$ cat config.mk
export PLATFORM = sky130hd
export DESIGN_NAME = steer_angle_to_pwm_interp
export DESIGN_NICKNAME = d
export VERILOG_FILES = /design/src/hw/rtl/sapi_pkg.sv /design/src/hw/rtl/steer_angle_to_pwm_interp.sv
export SDC_FILE = /design/constraint.sdc
export NUM_CORES = 2
export LEC_CHECK = 0
export BUFFER_PORTS_ARGS = -buffer_cell sky130_fd_sc_hd__buf_2
export CORE_UTILIZATION = 45
export CTS_BUF_LIST = sky130_fd_sc_hd__clkbuf_8 sky130_fd_sc_hd__clkbuf_16
export CTS_CLUSTER_SIZE = 12
export DETAILED_ROUTE_END_ITERATION = 6
export PLACE_DENSITY = 0.58
export SKIP_LAST_GASP = 1
export SYNTH_ARGS = -nofsm -noshare
export SYNTH_HDL_FRONTEND = slang
export SYNTH_SLANG_ARGS = --single-unit
$ cat constraint.sdc
create_clock -name clk -period 69.8 [get_ports clk]
set_clock_uncertainty 0.2 [all_clocks]
set_input_delay 13.96 -clock clk [delete_from_list [all_inputs] [get_ports clk]]
set_output_delay 13.96 -clock clk [all_outputs]
set_load 0.05 [all_outputs]
$ cat src/hw/rtl/sapi_pkg.sv
package sapi_pkg;

	// field widths
	localparam int unsigned STEER_W   = 16;
	localparam int unsigned PWM_W     = 16;
	localparam int unsigned ANG_W     = 16;
	localparam int unsigned COUNT_W   = 3;
	localparam int unsigned REGION_W  = 2;

	// apb port
	localparam int unsigned ADDR_W    = 5;
	localparam int unsigned DATA_W    = 32;
	localparam int unsigned RIDX_W    = 3;

	// angle path: centidegrees with 28 fraction bits
	localparam int unsigned ANG_FRAC  = 28;
	localparam int unsigned A_W       = 45;
	localparam int unsigned D_W       = 44;
	localparam int unsigned K_W       = 29;
	localparam logic [K_W-1:0] RAD2CDEG_Q16 = 29'd375493621;

	// interpolation product and divider
	localparam int unsigned PROD_W    = D_W + PWM_W;
	localparam int unsigned DIV_STEPS = PWM_W;

	// divide by ten through reciprocal
	localparam logic [PWM_W-1:0] RECIP10   = 16'd52429;
	localparam int unsigned      RECIP10_SH = 19;
	localparam int unsigned      Q10_W     = 2 * PWM_W - RECIP10_SH;

	localparam logic [COUNT_W-1:0] MIN_POINTS = 3'd2;

	typedef enum logic [RIDX_W-1:0] {
		REG_COUNT  = 3'd0,
		REG_POINT0 = 3'd1,
		REG_POINT1 = 3'd2,
		REG_POINT2 = 3'd3,
		REG_POINT3 = 3'd4,
		REG_POINT4 = 3'd5,
		REG_POINT5 = 3'd6
	} reg_idx_t;

	typedef enum logic [REGION_W-1:0] {
		REGION_INTERP = 2'd0,
		REGION_LOW    = 2'd1,
		REGION_HIGH   = 2'd2
	} region_t;

	// per item control carried alongside the divider
	typedef struct packed {
		logic [ANG_W-1:0] dy;
		logic [PWM_W-1:0] x0;
		logic             dx_neg;
		logic             interp;
		logic [PWM_W-1:0] direct;
		region_t          region;
	} side_t;

	function automatic logic signed [A_W-1:0] ang_scaled(input logic [ANG_W-1:0] y);
		ang_scaled = {y[ANG_W-1], y, {ANG_FRAC{1'b0}}};
	endfunction

endpackage

$ cat src/hw/rtl/steer_angle_to_pwm_interp.sv
// steering rate (signed q3.12 radians) to servo pwm through a calibration table of up to
// MAX_POINTS (pwm, angle) points sorted by rising angle, written over the apb port. the
// rate is scaled to centidegrees with 28 fraction bits and compared exactly against the
// table. at or below the first angle the first pwm comes out (region 1), at or above the
// last angle in use the last pwm (region 2), both unrounded. in between the segment is
// interpolated with an exact floor, then rounded half up to a multiple of ten and clipped
// at 65535 (region 0); if no segment matches (unsorted table) the last pwm comes out with
// region 0. the datapath is a 23 stage pipeline: one transaction can enter every cycle
// unless the output stalls; the 16 stage restoring divider for the segment slope sets
// that depth. a stalled output freezes the whole pipeline, nothing is dropped.
// registers reset to two points, all zero; configure only while the pipeline is empty.
module steer_angle_to_pwm_interp #(
	parameter int unsigned MAX_POINTS = 6
) (
	input  logic                             clk,
	input  logic                             arst_n,
	// apb configuration
	input  logic                             psel,
	input  logic                             penable,
	input  logic                             pwrite,
	input  logic [sapi_pkg::ADDR_W-1:0]      paddr,
	input  logic [sapi_pkg::DATA_W-1:0]      pwdata,
	output logic [sapi_pkg::DATA_W-1:0]      prdata,
	output logic                             pready,
	// input channel
	input  logic                             in_valid,
	output logic                             in_ready,
	input  logic signed [sapi_pkg::STEER_W-1:0] steer_rad,
	// output channel
	output logic                             out_valid,
	input  logic                             out_ready,
	output logic [sapi_pkg::PWM_W-1:0]       pwm_value,
	output logic [sapi_pkg::REGION_W-1:0]    region
);
	import sapi_pkg::*;

	localparam int unsigned SEG_N = MAX_POINTS - 1;

	// ---------------- configuration registers ----------------
	logic [COUNT_W-1:0] count_q;
	logic [DATA_W-1:0]  points_q [MAX_POINTS];
	logic [RIDX_W-1:0]  ridx;
	logic               wr_en;
	logic [COUNT_W-1:0] n_eff;

	assign pready = 1'b1;
	assign ridx   = paddr[ADDR_W-1:2];
	assign wr_en  = psel && penable && pwrite && pready;

	always_ff @(posedge clk or negedge arst_n) begin
		if (!arst_n) begin
			count_q <= MIN_POINTS;
			for (int i = 0; i < MAX_POINTS; i++) begin
				points_q[i] <= '0;
			end
		end else if (wr_en) begin
			if (ridx == REG_COUNT) begin
				count_q <= pwdata[COUNT_W-1:0];
			end
			// writes to points beyond the table depth are dropped
			for (int i = 0; i < MAX_POINTS; i++) begin
				if (ridx == RIDX_W'(REG_POINT0) + RIDX_W'(i)) begin
					points_q[i] <= pwdata;
				end
			end
		end
	end

	always_comb begin
		prdata = '0;
		if (ridx == REG_COUNT) begin
			prdata = DATA_W'(count_q);
		end
		for (int i = 0; i < MAX_POINTS; i++) begin
			if (ridx == RIDX_W'(REG_POINT0) + RIDX_W'(i)) begin
				prdata = points_q[i];
			end
		end
	end

	// point count clamped into the usable range
	always_comb begin
		priority if (count_q < MIN_POINTS) begin
			n_eff = MIN_POINTS;
		end else if (count_q > COUNT_W'(MAX_POINTS)) begin
			n_eff = COUNT_W'(MAX_POINTS);
		end else begin
			n_eff = count_q;
		end
	end

	// ---------------- pipeline flow control ----------------
	// every stage moves together; the last stage is the output register
	logic adv;
	logic valid_s1, valid_s2, valid_s3, valid_s21, valid_s22, valid_s23;

	assign adv       = !valid_s23 || out_ready;
	assign in_ready  = adv;
	assign out_valid = valid_s23;

	// ---------------- s1: scale radians to centidegrees ----------------
	logic signed [A_W:0]   mul_a;
	logic signed [A_W-1:0] a_s1;

	assign mul_a = steer_rad * $signed({1'b0, RAD2CDEG_Q16});

	always_ff @(posedge clk) begin
		if (adv) begin
			a_s1 <= mul_a[A_W-1:0];
		end
	end

	// ---------------- s2: compare against every table angle ----------------
	logic signed [A_W-1:0]  a_s2;
	logic [MAX_POINTS-1:0]  gt_s2, ge_s2;
	logic [MAX_POINTS-1:0]  gt_c, ge_c;

	always_comb begin
		for (int i = 0; i < MAX_POINTS; i++) begin
			gt_c[i] = a_s1 >  ang_scaled(points_q[i][ANG_W-1:0]);
			ge_c[i] = a_s1 >= ang_scaled(points_q[i][ANG_W-1:0]);
		end
	end

	always_ff @(posedge clk) begin
		if (adv) begin
			a_s2  <= a_s1;
			gt_s2 <= gt_c;
			ge_s2 <= ge_c;
		end
	end

	// ---------------- s3: pick region and segment ----------------
	logic [MAX_POINTS-1:0] last_oh;
	logic [SEG_N-1:0]      hit, seg_oh;
	logic                  is_low, is_high, found;
	logic [PWM_W-1:0]      x0_c, x1_c, xlast_c;
	logic [ANG_W-1:0]      y0_c, y1_c;
	logic signed [A_W-1:0] d_full;
	logic [ANG_W-1:0]      dy_full;
	logic [PWM_W:0]        dx_full;
	logic [PWM_W:0]        dx_abs;
	side_t                 side_c;
	logic [D_W-1:0]        d_s3;
	logic [PWM_W-1:0]      dxmag_s3;
	side_t                 side_s3;

	always_comb begin
		for (int i = 0; i < MAX_POINTS; i++) begin
			last_oh[i] = (COUNT_W'(i) == n_eff - COUNT_W'(1));
		end
		// segment l holds y[l] < a <= y[l+1], first one wins
		for (int l = 0; l < SEG_N; l++) begin
			hit[l] = gt_s2[l] && !gt_s2[l+1] && (COUNT_W'(l + 1) < n_eff);
		end
		seg_oh  = hit & (~hit + SEG_N'(1));
		found   = |hit;
		is_low  = !gt_s2[0];
		is_high = |(ge_s2 & last_oh);

		x0_c    = '0;
		x1_c    = '0;
		y0_c    = '0;
		y1_c    = '0;
		xlast_c = '0;
		for (int i = 0; i < MAX_POINTS; i++) begin
			xlast_c = xlast_c | (points_q[i][DATA_W-1:ANG_W] & {PWM_W{last_oh[i]}});
		end
		for (int l = 0; l < SEG_N; l++) begin
			x0_c = x0_c | (points_q[l][DATA_W-1:ANG_W]   & {PWM_W{seg_oh[l]}});
			x1_c = x1_c | (points_q[l+1][DATA_W-1:ANG_W] & {PWM_W{seg_oh[l]}});
			y0_c = y0_c | (points_q[l][ANG_W-1:0]        & {ANG_W{seg_oh[l]}});
			y1_c = y1_c | (points_q[l+1][ANG_W-1:0]      & {ANG_W{seg_oh[l]}});
		end

		d_full  = a_s2 - ang_scaled(y0_c);
		dy_full = y1_c - y0_c;
		dx_full = {1'b0, x1_c} - {1'b0, x0_c};
		dx_abs  = dx_full[PWM_W] ? ((PWM_W+1)'(0) - dx_full) : dx_full;

		side_c.dy     = dy_full;
		side_c.x0     = x0_c;
		side_c.dx_neg = dx_full[PWM_W];
		side_c.interp = !is_low && !is_high && found;
		side_c.direct = is_low ? points_q[0][DATA_W-1:ANG_W] : xlast_c;
		priority if (is_low) begin
			side_c.region = REGION_LOW;
		end else if (is_high) begin
			side_c.region = REGION_HIGH;
		end else begin
			side_c.region = REGION_INTERP;
		end
	end

	always_ff @(posedge clk) begin
		if (adv) begin
			d_s3     <= d_full[D_W-1:0];
			dxmag_s3 <= dx_abs[PWM_W-1:0];
			side_s3  <= side_c;
		end
	end

	// ---------------- s4: offset times pwm span ----------------
	// entry 0 of the divider arrays is s4, entry k is s4+k
	logic [PROD_W-1:0] prod;
	logic [ANG_W-1:0]  div_rem_s  [DIV_STEPS+1];
	logic [PWM_W-1:0]  div_nlo_s  [DIV_STEPS+1];
	logic [PWM_W-1:0]  div_q_s    [DIV_STEPS+1];
	logic              div_lowf_s [DIV_STEPS+1];
	side_t             div_side_s [DIV_STEPS+1];
	logic              div_v_s    [DIV_STEPS+1];

	assign prod = d_s3 * dxmag_s3;

	// the low 28 bits of the divisor are zero: divide the high part, remember the rest
	always_ff @(posedge clk) begin
		if (adv) begin
			div_rem_s[0]  <= prod[PROD_W-1 -: ANG_W];
			div_nlo_s[0]  <= prod[ANG_FRAC +: PWM_W];
			div_q_s[0]    <= '0;
			div_lowf_s[0] <= |prod[ANG_FRAC-1:0];
			div_side_s[0] <= side_s3;
		end
	end

	// ---------------- s5..s20: restoring divider, one quotient bit per stage ----------------
	for (genvar k = 0; k < DIV_STEPS; k++) begin : g_div
		logic [ANG_W:0] trial;
		logic [ANG_W:0] diff;
		logic           take;

		assign trial = {div_rem_s[k], div_nlo_s[k][PWM_W-1]};
		assign diff  = trial - {1'b0, div_side_s[k].dy};
		assign take  = trial >= {1'b0, div_side_s[k].dy};

		always_ff @(posedge clk) begin
			if (adv) begin
				div_rem_s[k+1]  <= take ? diff[ANG_W-1:0] : trial[ANG_W-1:0];
				div_nlo_s[k+1]  <= {div_nlo_s[k][PWM_W-2:0], 1'b0};
				div_q_s[k+1]    <= {div_q_s[k][PWM_W-2:0], take};
				div_lowf_s[k+1] <= div_lowf_s[k];
				div_side_s[k+1] <= div_side_s[k];
			end
		end

		always_ff @(posedge clk or negedge arst_n) begin
			if (!arst_n) begin
				div_v_s[k+1] <= 1'b0;
			end else if (adv) begin
				div_v_s[k+1] <= div_v_s[k];
			end
		end
	end

	// ---------------- s21: apply floor and sign ----------------
	logic             inexact;
	logic [PWM_W+1:0] t_full;
	logic [PWM_W-1:0] t_s21;
	side_t            side_s21;

	assign inexact = div_lowf_s[DIV_STEPS] || (div_rem_s[DIV_STEPS] != '0);

	always_comb begin
		if (div_side_s[DIV_STEPS].dx_neg) begin
			t_full = (PWM_W+2)'(div_side_s[DIV_STEPS].x0) - (PWM_W+2)'(div_q_s[DIV_STEPS])
				- (PWM_W+2)'(inexact);
		end else begin
			t_full = (PWM_W+2)'(div_side_s[DIV_STEPS].x0) + (PWM_W+2)'(div_q_s[DIV_STEPS]);
		end
	end

	always_ff @(posedge clk) begin
		if (adv) begin
			t_s21    <= t_full[PWM_W-1:0];
			side_s21 <= div_side_s[DIV_STEPS];
		end
	end

	// ---------------- s22: divide by ten ----------------
	logic [2*PWM_W-1:0] p10;
	logic [Q10_W-1:0]   q10_s22;
	logic [PWM_W-1:0]   t_s22;
	side_t              side_s22;

	assign p10 = t_s21 * RECIP10;

	always_ff @(posedge clk) begin
		if (adv) begin
			q10_s22  <= p10[2*PWM_W-1:RECIP10_SH];
			t_s22    <= t_s21;
			side_s22 <= side_s21;
		end
	end

	// ---------------- s23: round half up to tens, output register ----------------
	logic [PWM_W:0]   q10x10;
	logic [PWM_W:0]   m_full;
	logic [3:0]       m;
	logic [PWM_W:0]   r_full;
	logic [PWM_W-1:0] r_sat;
	logic [PWM_W-1:0] pwm_s23;
	region_t          region_s23;

	always_comb begin
		q10x10 = (PWM_W+1)'(q10_s22) * (PWM_W+1)'(10);
		m_full = (PWM_W+1)'(t_s22) - q10x10;
		m      = m_full[3:0];
		r_full = (PWM_W+1)'(t_s22) - (PWM_W+1)'(m) + ((m >= 4'd5) ? (PWM_W+1)'(10) : '0);
		r_sat  = r_full[PWM_W] ? '1 : r_full[PWM_W-1:0];
	end

	always_ff @(posedge clk) begin
		if (adv) begin
			pwm_s23    <= side_s22.interp ? r_sat : side_s22.direct;
			region_s23 <= side_s22.region;
		end
	end

	assign pwm_value = pwm_s23;
	assign region    = region_s23;

	// ---------------- valid bits ----------------
	always_ff @(posedge clk or negedge arst_n) begin
		if (!arst_n) begin
			valid_s1   <= 1'b0;
			valid_s2   <= 1'b0;
			valid_s3   <= 1'b0;
			div_v_s[0] <= 1'b0;
			valid_s21  <= 1'b0;
			valid_s22  <= 1'b0;
			valid_s23  <= 1'b0;
		end else if (adv) begin
			valid_s1   <= in_valid;
			valid_s2   <= valid_s1;
			valid_s3   <= valid_s2;
			div_v_s[0] <= valid_s3;
			valid_s21  <= div_v_s[DIV_STEPS];
			valid_s22  <= valid_s21;
			valid_s23  <= valid_s22;
		end
	end

	// ---------------- assertions ----------------
	// a matched segment always has a rising angle, so the divisor is nonzero
	a_dy_nonzero: assert property (@(posedge clk) disable iff (!arst_n)
		valid_s3 && side_s3.interp |-> side_s3.dy != '0)
		else $error("interpolating segment with zero angle span");

	// the quotient must fit the pwm width: the leading remainder stays below the divisor
	a_div_fits: assert property (@(posedge clk) disable iff (!arst_n)
		div_v_s[0] && div_side_s[0].interp |-> div_rem_s[0] < div_side_s[0].dy)
		else $error("divider quotient overflow");

	// the interpolated value lies between the two segment pwms, no wrap
	a_t_range: assert property (@(posedge clk) disable iff (!arst_n)
		div_v_s[DIV_STEPS] && div_side_s[DIV_STEPS].interp |-> t_full[PWM_W+1:PWM_W] == 2'b00)
		else $error("interpolated pwm out of range");

	// a stalled output freezes the stage in front of it
	a_stall_hold: assert property (@(posedge clk) disable iff (!arst_n)
		valid_s23 && !out_ready |=> valid_s23 && $stable(valid_s22))
		else $error("pipeline moved under stall");

endmodule
# Yosys cells after proc, flatten, opt, wreduce, memory -nomap -nowiden
# Memory sizes are Yosys's and may differ from the RTL's.
# Cells that the tools add are included.
[totals] register_bits=532 in_bits=60 elab_cells=257 memories=5 ram_bits=1717
[mem_list] name="div_side_s" depth=17 word_bits=52 read_ports=17 rd_ports_with_merged_regs=0 write_ports=17 line="steer_angle_to_pwm_interp.sv:210" source="side_t div_side_s [DIV_STEPS+1];"
[mem_list] name="div_nlo_s" depth=17 word_bits=16 read_ports=16 rd_ports_with_merged_regs=0 write_ports=17 line="steer_angle_to_pwm_interp.sv:207" source="logic [PWM_W-1:0] div_nlo_s [DIV_STEPS+1];"
[mem_list] name="div_q_s" depth=17 word_bits=16 read_ports=17 rd_ports_with_merged_regs=0 write_ports=17 line="steer_angle_to_pwm_interp.sv:208" source="logic [PWM_W-1:0] div_q_s [DIV_STEPS+1];"
[mem_list] name="div_rem_s" depth=17 word_bits=16 read_ports=17 rd_ports_with_merged_regs=0 write_ports=17 line="steer_angle_to_pwm_interp.sv:206" source="logic [ANG_W-1:0] div_rem_s [DIV_STEPS+1];"
[mem_list] name="div_lowf_s" depth=17 word_bits=1 read_ports=17 rd_ports_with_merged_regs=0 write_ports=17 line="steer_angle_to_pwm_interp.sv:209" source="logic div_lowf_s [DIV_STEPS+1];"
[classes] multipliers=4 eq_ne=11 n_mux=34 n_reduce_logical=36 n_addsub=28 bitwise=50 order_cmp=36
[op_table] operator="$and A16 B16 Y16" n=26
[op_table] operator="$mux W16" n=21
[op_table] operator="$or A16 B16 Y16" n=21
[op_table] operator="$sub A16 B16 Y16" n=18
[op_table] operator="$ge A17 B16 Y1" n=16
[op_table] operator="$ge A45 B44 Y1" n=6
[op_table] operator="$gt A45 B44 Y1" n=6
[op_table] operator="$mux W32" n=6
[op_table] operator="$mul A44 B16 Y60" n=1
[op_table] operator="$mul A16 B30 Y45 const B" n=1
[op_table] operator="$sub A44 B44 Y44" n=1
[op_table] operator="$mul A16 B16 Y32 const B" n=1
[op_table] operator="$reduce_or A28 Y1" n=1
[op_table] operator="$add A17 B4 Y17" n=1
[op_table] operator="$sub A16 B16 Y17" n=1
[op_table] operator="$sub A16 B4 Y17" n=1
[op_table] operator="$add A16 B16 Y16" n=1
[op_table] operator="$reduce_bool A16 Y1" n=1
[op_table] operator="$sub A1 B16 Y16 const A" n=1
[op_table] operator="$sub A16 B2 Y16" n=1
[op_table] operator="$logic_and A1 B1 Y1" n=14
[op_table] operator="$reduce_and A2 Y1" n=7
[op_table] operator="$mul A13 B3 Y3 const B" n=1
[op_table] operator="$eq A3 B3 Y1 const B" n=3
[op_table] operator="26 further kinds" n=42

# Longest topological paths before layout
[logic_depth] ltp_word=16 ltp_mapped=26 mapped_depth_nobuf=23

# Least setup slack after synthesis
# No wires, ideal clock.
[synth_timing] kind="input port to output port" startpoint="input port out_ready" endpoint="output port in_ready" path_buffers=2 arrival_time_ps=47864 path_stages=4 setup_slack_ps=7776 path_cell_list="nor2b_1 clkbuf_1 clkbuf_1 inv_1"
[synth_via] elab_chain_len=1
[synth_rtl] element="from (decl)" line="steer_angle_to_pwm_interp.sv:31" source="input logic out_ready,"
[synth_rtl] element="$logic_or A1 B1 Y1" line="steer_angle_to_pwm_interp.sv:97" source="assign adv = !valid_s23 || out_ready;"
[synth_rtl] element="to (decl)" line="steer_angle_to_pwm_interp.sv:27" source="output logic in_ready,"
# Every way passes these cells.

# Final worst setup path
[layout_timing] startpoint="input port paddr[3] (netlist bit)" endpoint="output port prdata[24] (netlist bit)"
[layout_via] elab_chain_len=7 elab_cells_between_ends=12
[layout_rtl] element="from (decl)" line="steer_angle_to_pwm_interp.sv:21" source="input logic [sapi_pkg::ADDR_W-1:0] paddr,"
[layout_rtl] element="$eq A3 B1 Y1" line="steer_angle_to_pwm_interp.sv:75" source="if (ridx == RIDX_W'(REG_POINT0) + RIDX_W'(i)) begin"
[layout_rtl] element="$mux W32 (5 in a row)" line="steer_angle_to_pwm_interp.sv:75"
[layout_rtl] element="$mux W32 (*)" line="steer_angle_to_pwm_interp.sv:75"
[layout_rtl] element="to (decl)" line="steer_angle_to_pwm_interp.sv:23" source="output logic [sapi_pkg::DATA_W-1:0] prdata,"
# Every way passes the cells marked *; elsewhere a longest branch is shown, timed or not.

==> summary.txt <==
Floorplan
  – Row Count: 189
  – Die width: 518.9 µm
  – Chip Height: 518.9 µm
  – Core Area: 265300 µm²
  – Die area: 269300 µm²
  – Starting density of the core: 45.32%
  – I/O Pins: 113

STA
  – Setup TNS: 0 ns
  – F_max: 32.15 MHz
  – RSZ-0062 raised after global routing: false
  – Max_slew headroom: 9.560%
  – Final Critical Period: 31.11 ns
  – Tcrit/Tclk final: 44.57%
  – Final setup fails: 0
  – Worst-Margin Slew: 1.357 ns
  – Hold Slack: 0.1421 ns
  – Hold Violations, Final: 0
  – Max Transition Viols Final: 0

Critical path
  – Setup crit start kind: input port
  – Worst path cell trace: buf_4, buf_4, nand2_1, nor2_1, nor2_1, nor2_1, a221oi_1, buf_2
  – Critical R2R Capture: div_rem_s[0][0]
  – Reg2reg setup slack: 61.77 ns
  – Crit path top cell by count: nor2_1
  – CP required: 55.64 ns
  – CP delay by family, top: buffers and inverters
  – Crit path launch: paddr[3]
  – Worst Path Max Fanout: 36
  – CP endpoint kind: output pin
  – R2R depth: 21
  – CP peak stage delay: 0.95 ns
  – FF-to-FF Start: d_s3[10]
  – Crit path DAT: 16.95 ns
  – Kind of critical path: input port to output pin
  – Crit-path slowest cell: a221oi_1
  – Worst path buffer plus inverter count: 3

Min path
  – Sink of the worst hold path: div_q_s[0][82]
  – Worst Hold Class: register to register
  – Hold Crit Start: div_q_s[0][65]
  – Hold-critical path depth: 0

Run status
  – Outcome: finished clean

Logic synthesis
  – Post-synthesis mux area share: 3.083%
  – Synth Instances: 10.11k
  – Syn nets: 11.86k
  – FFs w/ async S/R, synth: 11.17%
  – Main flop type after synthesis: edfxtp_1
  – Flops & latches, synth: 1951
  – Compound-Gate Fraction of Synth Area: 8.863%
  – EDFF count, synth: 1733
  – Register area share after synthesis: 47.81%
  – Cell area after synthesis: 120200 µm²
  – Share of the synthesized area in the top cell type: 43.28%
  – Post-synth cell types: 102
  – Synth Area in Adders: 22.77%
  – Largest family of logic cells by synthesized area: adder cells
  – Total number of yosys warnings: 0
  – Post-synthesis xor/xnor area fraction: 2.476%
  – Synth Area in Simple Gates: 8.783%
  – Synth area leader: edfxtp_1
  – Avg Cell Area, Syn: 11.90 µm²
  – Synth area leaders: edfxtp_1 43%, fa_1 14%, ha_1 9.1%

Final layout
  – Non-filler cells, final: 13.88k
  – Nets: 11.95k
  – Area grow syn2layout: 9.227%
  – Leading cell types in the layout, fill and taps excluded: 1733 x edfxtp_1, 1713 x inv_1, 896 x nand2_1, 870 x ha_1, 824 x fa_1
  – Layout cells sized above 1: 7.958%
  – Most common cell after layout, fill and taps aside: edfxtp_1

Clock network
  – Post-CTS Setup Bufs: 0
  – Number of CTS-inserted buffers: 209
  – Clock tree sinks: 1951
  – Root Buffer: clkbuf_16
  – Worst-Skew Late Latency: 0.88 ns
  – H-tree levels: 4
  – Clock-pin slew on the worst setup and hold paths: 0.05 ns
  – Hold_buf cts: 0
  – CTS tree: yes
  – Post-CTS Resized: 0
  – Worst-case clock buffer depth: 3

Routing
  – # DRC: 0
  – DRT Pass-1 Iters: 7
  – Final WL: 265500 µm
  – Drt first-iter violations: 4461
  – DR vias/cell: 5.368
  – Final ANT Viol Nets: 0
  – Avg WL per Cell: 19.13 µm
  – Via count: 74.50k

Global routing
  – Grt ovf: 0
  – First-pass GRT wire length: 423400 µm
  – Pin count of the biggest net entering global routing: 186
  – GRT Total Usage: 19.85%
  – Antenna violations before repair: 22
  – Vias in the first global route: 77.39k

Flow run
  – Max-capacitance violation count: 0

Placement
  – Routability cong.: 0.9065
  – Post-Place Cells: 13.52k
  – DP HPWL: 193700 µm
  – I/O Buffers: 109
per-stage QoR:
| stage | util (%) | area [µm²] | setup slack, ns |
|---|---|---|---|
| 3_3_place_gp | 47.00 | 124700 | 38.67 |
| 5_1_grt | 49.50 | 131300 | 38.65 |
| 2_1_floorplan | - | 120200 | 7.776 |
| 4_1_cts | 49.50 | 131300 | 38.69 |
| 3_5_place_dp | 47.00 | 124700 | 38.70 |
| 6_report | 49.50 | 131300 | 38.69 |
cell families after synthesis:
logic type	after synthesis
flip-flops	1951
adder cells (fa/ha/maj)	1694
XOR/XNOR	340
AND/OR/NAND/NOR	2234
other	1
buffers and inverters	1974
multiplexers	335
AO/OA/AOI/OAI	1577
area by class of cell:
cell class,count,area [µm²]
Antenna cell,3,7.507
Timing Repair Buffer,176,1110
Multi-Input combinational cell,6181,55390
Sequential cell,1951,57500
Inverter,1674,6291
Clock inverter,145,1295
Fill cell,23310,134000
Clock buffer,215,5335
Tap cell,3533,4420
sequential cells by signal (all words and copies together) (netlist names), 2 cells and up:
signal	cells
gt_s2	6
div_q_s	136
a_s1	45
side_s3	52
div_lowf_s	17
div_v_s	17
div_nlo_s	136
side_s21	19
a_s2	44
q10_s22	3
t_s21	16
side_s22	19
points_q	192
dxmag_s3	16
region	2
count_q	3
t_s22	16
div_side_s	868
pwm_value	16
div_rem_s	272
ge_s2	6
d_s3	44
worst register-to-register path: cells and delay by family, from the launching register on:
family | cells | cell delay, ns
XOR/XNOR | 1 | 0.17
AO/OA/AOI/OAI | 6 | 2.02
adder cells (fa/ha/maj) | 7 | 3.41
buffers and inverters | 3 | 0.15
flip-flops | 1 | 0.89
AND/OR/NAND/NOR | 4 | 0.89
worst max-delay path by stage:
stage,endpoint,slack [ns],depth (start not counted)
2_1_floorplan,in_ready,7.78,4
3_3_place_gp,prdata[24],38.67,8
3_5_place_dp,prdata[24],38.70,8
4_1_cts,prdata[24],38.69,8
5_1_grt,prdata[24],38.65,8
6_report,prdata[24],38.69,8
synthesized netlist by cell type, types with 60 or more instances:
cell type  number
mux2i_1        79
and2_1        259
edfxtp_1     1733
a21o_1        138
xor2_1        107
clkbuf_1      259
a21boi_0       60
o21a_1         77
xnor2_1       233
dfrtp_1       217
a22oi_1        76
mux2_2        253
nor3_1        111
nand2_1       896
ha_1          870
nor2b_1       104
a221oi_1       88
inv_1        1673
o21ai_0       335
nand4_1       106
fa_1          824
nand3_1       103
a21oi_1       382
nor2_1        429
layer usage:
| layer | global-route usage (%) | vias to the layer above | wire length, µm |
|---|---|---|---|
| met1 | 25.12 | 37210 | 110700 |
| met3 | 2.973 | 532 | 13320 |
| met5 | 0 | - | 101 |
| met2 | 34.39 | 1882 | 132200 |
| met4 | 7.226 | 18 | 9182 |
| li1 | - | 34860 | - |
Power is left out: the tool's default activity adds up to more than one toggle a clock period on the data nets, which glitch-free logic cannot reach.
